`config.mk`:
```
export PLATFORM = sky130hd
export DESIGN_NAME = nrt_ctrl
export DESIGN_NICKNAME = d
export VERILOG_FILES = /design/src/sv/nrt_pkg.sv /design/src/sv/nrt_ctrl.sv
export SDC_FILE = /design/constraint.sdc
export NUM_CORES = 1
export LEC_CHECK = 0
export BUFFER_PORTS_ARGS = -buffer_cell sky130_fd_sc_hd__buf_2
export CORE_AREA = 2 2 39 41
export DETAILED_ROUTE_END_ITERATION = 10
export DIE_AREA = 0 0 41 43
export PLACE_DENSITY = 0.56
export SYNTH_ARGS = -nofsm -noshare
export SYNTH_HDL_FRONTEND = slang
export SYNTH_SLANG_ARGS = --single-unit
```
`constraint.sdc`:
```
create_clock -name clk -period 3.2 [get_ports clk]
set_clock_uncertainty 0.2 [all_clocks]
set_input_delay 0.16 -clock clk [delete_from_list [all_inputs] [get_ports clk]]
set_output_delay 0.16 -clock clk [all_outputs]
set_load 0.005 [all_outputs]
```
`src/sv/nrt_pkg.sv`:
```
// Shared types, constants and helper functions for the nonce replay table.
`timescale 1ns / 1ps

package nrt_pkg;

  localparam int NONCE_W = 64;
  localparam int TIME_W  = 40;
  localparam int EXP_W   = 41;
  localparam int TTL_W   = 32;
  localparam int ST_W    = 2;
  localparam int LIVE_W  = 7;

  localparam int              MAX_ENTRIES_DEF = 64;
  localparam int              NONCE_BYTES_DEF = 16;
  localparam logic [TTL_W-1:0] DEFAULT_TTL_DEF = 32'd300;

  // Request operation codes.
  localparam logic OP_SPEND = 1'b0;
  localparam logic OP_CLEAR = 1'b1;

  // Result status codes.
  localparam logic [ST_W-1:0] ST_STORED  = 2'd0;
  localparam logic [ST_W-1:0] ST_REPLAY  = 2'd1;
  localparam logic [ST_W-1:0] ST_CLEARED = 2'd2;

  // One table entry as it sits in the memory.
  typedef struct packed {
    logic               valid;
    logic [EXP_W-1:0]   expiry;
    logic [NONCE_W-1:0] hi;
    logic [NONCE_W-1:0] lo;
  } entry_t;

  // Commands from the controller to the datapath.
  typedef struct packed {
    logic            load;
    logic            idx_clr;
    logic            idx_inc;
    logic            clr_wr;
    logic            rd;
    logic            sweep;
    logic            acc_clr;
    logic            store;
    logic            resp;
    logic [ST_W-1:0] resp_code;
  } cmd_t;

  // Status from the datapath to the controller.
  typedef struct packed {
    logic idx_last;
    logic hit;
  } sts_t;

  // Mask that keeps the low nbytes bytes of a 64-bit word.
  function automatic logic [NONCE_W-1:0] byte_mask(input int nbytes);
    logic [NONCE_W-1:0] m;
    m = '0;
    for (int b = 0; b < NONCE_W / 8; b++) begin
      if (b < nbytes) m[b*8 +: 8] = 8'hFF;
    end
    return m;
  endfunction

endpackage

```
`src/sv/nrt_ctrl.sv`:
```
// Controller state machine of the nonce replay table.
`timescale 1ns / 1ps

module nrt_ctrl (
  input  logic          clk,
  input  logic          rst,
  input  logic          start,
  input  logic          operation,
  input  nrt_pkg::sts_t sts,
  output nrt_pkg::cmd_t cmd,
  output logic          busy
);

  localparam logic [3:0] S_INIT      = 4'd0;
  localparam logic [3:0] S_IDLE      = 4'd1;
  localparam logic [3:0] S_CLEAR     = 4'd2;
  localparam logic [3:0] S_LOOK      = 4'd3;
  localparam logic [3:0] S_LOOK_END  = 4'd4;
  localparam logic [3:0] S_DECIDE    = 4'd5;
  localparam logic [3:0] S_SWEEP     = 4'd6;
  localparam logic [3:0] S_SWEEP_END = 4'd7;
  localparam logic [3:0] S_STORE     = 4'd8;

  logic [3:0] state;
  logic [3:0] state_next;

  assign busy = (state != S_IDLE);

  always_comb begin
    cmd        = '0;
    state_next = state;
    unique case (state)
      S_INIT: begin
        cmd.clr_wr  = 1'b1;
        cmd.idx_inc = 1'b1;
        if (sts.idx_last) state_next = S_IDLE;
      end
      S_IDLE: begin
        if (start) begin
          cmd.load    = 1'b1;
          cmd.idx_clr = 1'b1;
          cmd.acc_clr = 1'b1;
          state_next  = (operation == nrt_pkg::OP_CLEAR) ? S_CLEAR : S_LOOK;
        end
      end
      S_CLEAR: begin
        cmd.clr_wr  = 1'b1;
        cmd.idx_inc = 1'b1;
        if (sts.idx_last) begin
          cmd.resp      = 1'b1;
          cmd.resp_code = nrt_pkg::ST_CLEARED;
          state_next    = S_IDLE;
        end
      end
      S_LOOK: begin
        cmd.rd      = 1'b1;
        cmd.idx_inc = 1'b1;
        if (sts.idx_last) state_next = S_LOOK_END;
      end
      S_LOOK_END: begin
        state_next = S_DECIDE;
      end
      S_DECIDE: begin
        if (sts.hit) begin
          cmd.resp      = 1'b1;
          cmd.resp_code = nrt_pkg::ST_REPLAY;
          state_next    = S_IDLE;
        end else begin
          cmd.idx_clr = 1'b1;
          state_next  = S_SWEEP;
        end
      end
      S_SWEEP: begin
        cmd.rd      = 1'b1;
        cmd.sweep   = 1'b1;
        cmd.idx_inc = 1'b1;
        if (sts.idx_last) state_next = S_SWEEP_END;
      end
      S_SWEEP_END: begin
        state_next = S_STORE;
      end
      S_STORE: begin
        cmd.store     = 1'b1;
        cmd.resp      = 1'b1;
        cmd.resp_code = nrt_pkg::ST_STORED;
        state_next    = S_IDLE;
      end
      default: begin
        state_next = S_IDLE;
      end
    endcase
  end

  always_ff @(posedge clk) begin
    if (rst) begin
      state <= S_INIT;
    end else begin
      state <= state_next;
    end
  end

endmodule
```
==> impl_metrics.csv, run 1 <==
group,metric,value,unit
status,status,"completed",
layout,areaGrowthSynthToFinish,28.8,%
yosys,synth_cell_type_count,25,
timing,clock.fmax,506,MHz
timing,setup_viol,0,
floorplanning,core_area,0.00138,mm²
setup_path,r2r_cells,3,
drt,first_iter_violations,5,
min_path,hold_path_class,"in2reg",
layout,finalInstanceArea,475,µm²
floorplanning,dieHeight,43,µm
cts,cts_tree,"done",
pwr,power.density,330,mW/mm²
layout,drive_above_1_share,34.3,%
pwr,power,0.157,mW
cts,clock-sinks,4,
cts,clk_latency,0.24,ns
timing,hold_viol,0,
setup_path,path_cells,"nor2b_1, nand2b_1, or2_2, buf_2",
timing,setup_ws,1.22,ns
cts,postCtsSetupBuffers,0,
layout,top_regs,"state x4",
cts,cts_buffer_depth,2,
setup_path,rr_endpoint,"state[0]",
yosys,synth.yosys.seq_area_share,21.7,%
yosys,synth_area,369,µm²
yosys,syn_area_per_cell,7.38,µm²
global_routing,grt_pass1_wl,1320,µm
setup_path,required,2.84,ns
layout,diodes,0,
timing,grt_setup_unrepaired,"no",
pwr,p_leak,0.208,nW
timing,drv_slew,0,
placed_design,place_area,443,µm²
yosys,synth_top_area_share,21.7,%
cts,cts.clk_slew.worst_paths,0.04,ns
timing,period_needed,1.98,ns
timing,timing.final.crit_share,61.8,%
setup_path,critPathLaunch,"state[0]",
timing,fin_tns_setup,0,ns
timing,hold_ws,0.0520,ns
yosys,netlist_instances,50,
yosys,yosys_warnings,0,
drt,finalWirelength,893,µm
floorplanning,initial_core_util,26.7,%
setup_path,cp_max_fo,11,
setup_path,path_buf_inv,1,
global_routing,grt_util_all_layers,11.2,%
setup_path,crit_path_end,"busy",
drt,wire_per_inst,10.8,µm
flow_run,max_cap_violations,0,
placed_design,io_buffer_count,17,
placed_design,gp_congestion,0.767,
floorplanning,die_w,41,µm
cts,cts-root-buf,"clkbuf_4",
layout,nets,75,
cts,cts_resized,0,
setup_path,start_kind,"flip-flop",
yosys,yosys-top-cells-area,"dfxtp_1 (22%), nand2b_1 (10%), nor2_1 (6.1%)",
yosys,synth_top_area_cell,"dfxtp_1",
global_routing,grt_antenna_before_repair,0,
setup_path,r2r_start,"state[2]",
timing,worst_slew_margin_rel,62.4,%
setup_path,r2r_slack,1.66,ns
global_routing,grtUsageMet3,3.14,%
global_routing,busiest_layer,"met2",
yosys,synth_nets,56,
setup_path,cpPeakStageDelay,0.52,ns
global_routing,grt_overflow,0,
setup_path,path_class,"reg2out",
layout,top_register,"state",
layout,final_util,34.4,%
setup_path,cp-end-kind,"output pin",
yosys,ys_seq_elements,4,
layout,largest_register_ffs,4,
floorplanning,dieArea,0.00176,mm²
drt,drc_errors,0,
cts,numCtsBuffers,3,
drt,viasPerCell,5.02,
setup_path,slowest_stage,"dfxtp_1",
placed_design,place_ws,1.48,ns
drt,num_vias,417,
layout,final_cells,83,
setup_path,crit_arrival,1.62,ns
global_routing,first_global_vias,307,
cts,cts_hold_buf,1,
pwr,max-vdd-ir-drop,0.114,mV
drt,ant_nets,0,
timing,worst_slew_pin_slew,0.564,ns
setup_path,cp.depth,4,
global_routing,grtUsageMet1,14.8,%
drt,first_pass_iters,4,
global_routing,grt_use_met2,15.0,%
floorplanning,num_rows,14,
placed_design,dp_cells,79,
placed_design,dpl.hpwl,655,µm
cts,h-tree-depth,1,
global_routing,grt_max_degree,20,
floorplanning,ioPinCount,18,
setup_path,crit_family,"simple AND/OR/NAND/NOR gates",
## worst reg2reg max path, stage by stage, from the launching register on
cell	delay [ns]
dfxtp_1	0.67
nor2b_1	0.20
o32ai_1	0.10
o31a_1	0.26
## worst min-delay path by stage
stage                      from       end  slack, ns  cells past startpoint
final                     start  state[1]       0.05                      3
after global routing      start  state[1]       0.08                      3
after CTS                 start  state[1]       0.05                      3
after detailed placement    rst  state[2]       0.21                      2
after global placement      rst  state[3]       0.22                      2
after floorplan             rst  state[2]       0.04                      1
## cells in the mapped netlist (all sizes together)
| master | instances |
|---|---|
| or2 | 2 |
| o31ai | 1 |
| mux2 | 1 |
| a2111oi | 1 |
| o2bb2ai | 1 |
| o32ai | 1 |
| nor3b | 1 |
| a21oi | 3 |
| o21ai | 3 |
| dfxtp | 4 |
| nor3 | 4 |
| buf | 4 |
| o2111ai | 1 |
| nor2 | 6 |
| nand2b | 6 |
| o31a | 1 |
| inv | 2 |
| nand2 | 2 |
| and4b | 1 |
| and3 | 1 |
| nor2b | 3 |
| xnor2 | 1 |
## layout by cell type (no fill, tap or decap), types with 2 or more instances in the layout
master | Yosys | final
a21oi_1 | 3 | 3
buf_2 | 1 | 17
clkbuf_4 | 0 | 3
dfxtp_1 | 4 | 4
inv_1 | 2 | 2
nand2_1 | 2 | 2
nand2b_1 | 6 | 6
nor2_1 | 6 | 6
nor2b_1 | 3 | 3
nor3_1 | 4 | 4
o21ai_0 | 3 | 3
## area by class of cell
class                           instances  area, µm²
Fill cell                             149        908
Sequential cell                         4       80.1
Tap cell                               16       20.0
Multi-Input combinational cell         40        250
Timing Repair Buffer                   18       95.1
Clock buffer                            3       22.5
Inverter                                2       7.51
## logic make-up after synthesis
kind of cell,synth area share [%]
multiplexers,3.05
AO/OA/AOI/OAI,23.7
buffers and inverters,10.5
flip-flops,21.7
AND/OR/NAND/NOR,38.7
XOR/XNOR,2.37
## report_power, final
part           internal [mW]  switching, mW  total, mW
Sequential            0.0521        0.00530     0.0574
Clock                 0.0422         0.0235     0.0657
Combinational         0.0176         0.0161     0.0337
Total                  0.112         0.0449      0.157
## per-layer routing
| layer | routed length (µm) | part of all wire [%] |
|---|---|---|
| met1 | 433 | 48 |
| met2 | 374 | 42 |
| met4 | 11 | 1.2 |
| met3 | 73 | 8.2 |
| met5 | 0 | 0 |
Power figures use the tool's default switching activity.
==> inputs of run 2 (changes only) <==
--- a/config.mk
+++ b/config.mk
@@ -9,7 +9,7 @@
 export CORE_AREA = 2 2 39 41
 export DETAILED_ROUTE_END_ITERATION = 10
 export DIE_AREA = 0 0 41 43
-export PLACE_DENSITY = 0.56
+export PLACE_DENSITY = 0.58
 export SYNTH_ARGS = -nofsm -noshare
 export SYNTH_HDL_FRONTEND = slang
 export SYNTH_SLANG_ARGS = --single-unit
==> constraint.sdc (replaced) <==
create_clock -name clk -period 1.6 [get_ports clk]
set_clock_uncertainty 0.2 [all_clocks]
set_input_delay 0.08 -clock clk [delete_from_list [all_inputs] [get_ports clk]]
set_output_delay 0.08 -clock clk [all_outputs]
set_load 0.005 [all_outputs]
==> run 2 against run 1 <==
Compared with the run above: hold slack improved by 0.028 ns; clock power grew 83%; sequential power grew 97%; wire length is 13% higher; count of clock-buffer cells in the layout is the same; critical path depth stayed put; largest power group unchanged.
==> impl_metrics.csv, run 2 (synthesis gave the netlist of run 1 again) <==
group,metric,value,unit
status,status,"completed",
global_routing,grt_overflow,0,
pwr,power,0.333,mW
floorplanning,num_rows,14,
drt,first_iter_violations,7,
setup_path,cp_max_fo,17,
timing,timing.final.crit_share,96.5,%
floorplanning,die_w,41,µm
layout,final_cell_mix,"buf_2 (17), nor2_1 (6), nand2b_1 (4), buf_4 (4)",
setup_path,cp.depth,4,
placed_design,dpl.hpwl,709,µm
layout,top_regs,"state x4",
drt,wire_per_inst,11.4,µm
layout,areaGrowthSynthToFinish,55.3,%
timing,clock.fmax,648,MHz
min_path,min_path_cells,4,
timing,setup_viol,0,
placed_design,dp_cells,82,
cts,cts_tree,"done",
layout,fill_cells,145,
pwr,power.density,581,mW/mm²
cts,numCtsBuffers,3,
timing,period_needed,1.54,ns
setup_path,start_kind,"flip-flop",
layout,largest_register_ffs,4,
min_path,hold_path_class,"in2reg",
cts,h-tree-depth,1,
setup_path,cp-end-kind,"output pin",
setup_path,path_class,"reg2out",
setup_path,crit_family,"flip-flops",
setup_path,crit_arrival,1.26,ns
drt,drc_errors,0,
global_routing,grt_pass1_wl,1560,µm
global_routing,first_global_vias,375,
layout,nets,81,
global_routing,grt_util_all_layers,13.1,%
timing,grt_setup_unrepaired,"yes",
flow_run,max_cap_violations,0,
drt,ant_nets,0,
drt,viasPerCell,4.88,
drt,first_pass_iters,3,
global_routing,grt_max_degree,18,
layout,final_cells,89,
pwr,max-vdd-ir-drop,0.294,mV
cts,clock-sinks,4,
setup_path,path_buf_inv,1,
layout,drive_above_1_share,50.7,%
layout,final_util,41.4,%
timing,drv_slew,0,
cts,cts-root-buf,"clkbuf_4",
setup_path,path_cells,"xnor2_2, nor2_1, or2_1, buf_2",
cts,clk_latency,0.23,ns
drt,finalWirelength,1010,µm
timing,hold_viol,0,
drt,num_vias,434,
timing,worst_slew_pin_slew,0.315,ns
setup_path,r2r_cells,3,
floorplanning,ioPinCount,18,
placed_design,gp_congestion,0.715,
placed_design,io_buffer_count,17,
floorplanning,core_area,0.00138,mm²
floorplanning,dieHeight,43,µm
setup_path,required,1.32,ns
global_routing,grt_antenna_before_repair,0,
cts,cts_buffer_depth,2,
floorplanning,initial_core_util,26.7,%
layout,diodes,0,
timing,worst_slew_margin_rel,79.0,%
cts,cts.clk_slew.worst_paths,0.04,ns
setup_path,cpPeakStageDelay,0.51,ns
floorplanning,dieArea,0.00176,mm²
layout,top_register,"state",
layout,final_common_cell,"buf_2",
setup_path,slowest_stage,"dfxtp_2",
pwr,p_leak,0.253,nW
## run 2: final cells by class
type,count,area [µm²],area share [%]
multi-input combinational,40,287,50.0
tap,16,20.0,3.49
sequential,4,90.1,15.7
clock buffer,3,22.5,3.93
timing repair buffer,24,146,25.5
inverter,2,7.51,1.31
## run 2: worst min-delay path, stage by stage
cell and delay (ns):
buf_2 0.11, nand2_1 0.10, o2111ai_1 0.11, o31ai_1 0.07
## run 2: metrics by stage
stage	area, µm²	hold WS [ns]	TNS, ns	worst slack [ns]
finish	573	0.0798	0	0.0560
global route	573	0.107	-0.00930	-0.00739
CTS	520	0.0668	0	0.000631
detailed placement	465	0.135	0	0.132
global placement	465	0.133	0	0.181
floorplan	369	-0.0440	0	0.321
## run 2: timing repair
| item | in CTS | in global routing |
|---|---|---|
| resized for setup | 4 | 11 |
| cloned | 0 | 0 |
| endpoints found under the setup margin | 4 | 5 |
| setup buffers | 1 | 1 |
| endpoints found under the hold margin | 4 | 0 |
| hold buffers | 2 | 0 |
| pin swaps | 0 | 0 |
## run 2: final timing paths
kind / end / from / slack [ns]
setup / recovery: cmd[8] / state[2] / 0.06
hold reg to reg: state[2] / state[3] / 0.33
setup reg to reg: state[2] / state[2] / 0.24
hold / removal: state[1] / sts[0] / 0.08
## run 2: metal layers
metal	up-vias	track usage, %	routed length (µm)
li1	225	-	-
met1	194	15.8	481
met2	15	18.8	463
met3	0	6.28	66
met4	0	6.00	0
met5	-	0	0
## run 2: power by group
| part | leakage, nW | switching [mW] | total (mW) | internal, mW |
|---|---|---|---|---|
| Clock | 0.0138 | 0.0369 | 0.120 | 0.0836 |
| Combinational | 0.204 | 0.0424 | 0.0996 | 0.0572 |
| Sequential | 0.0349 | 0.00905 | 0.113 | 0.104 |
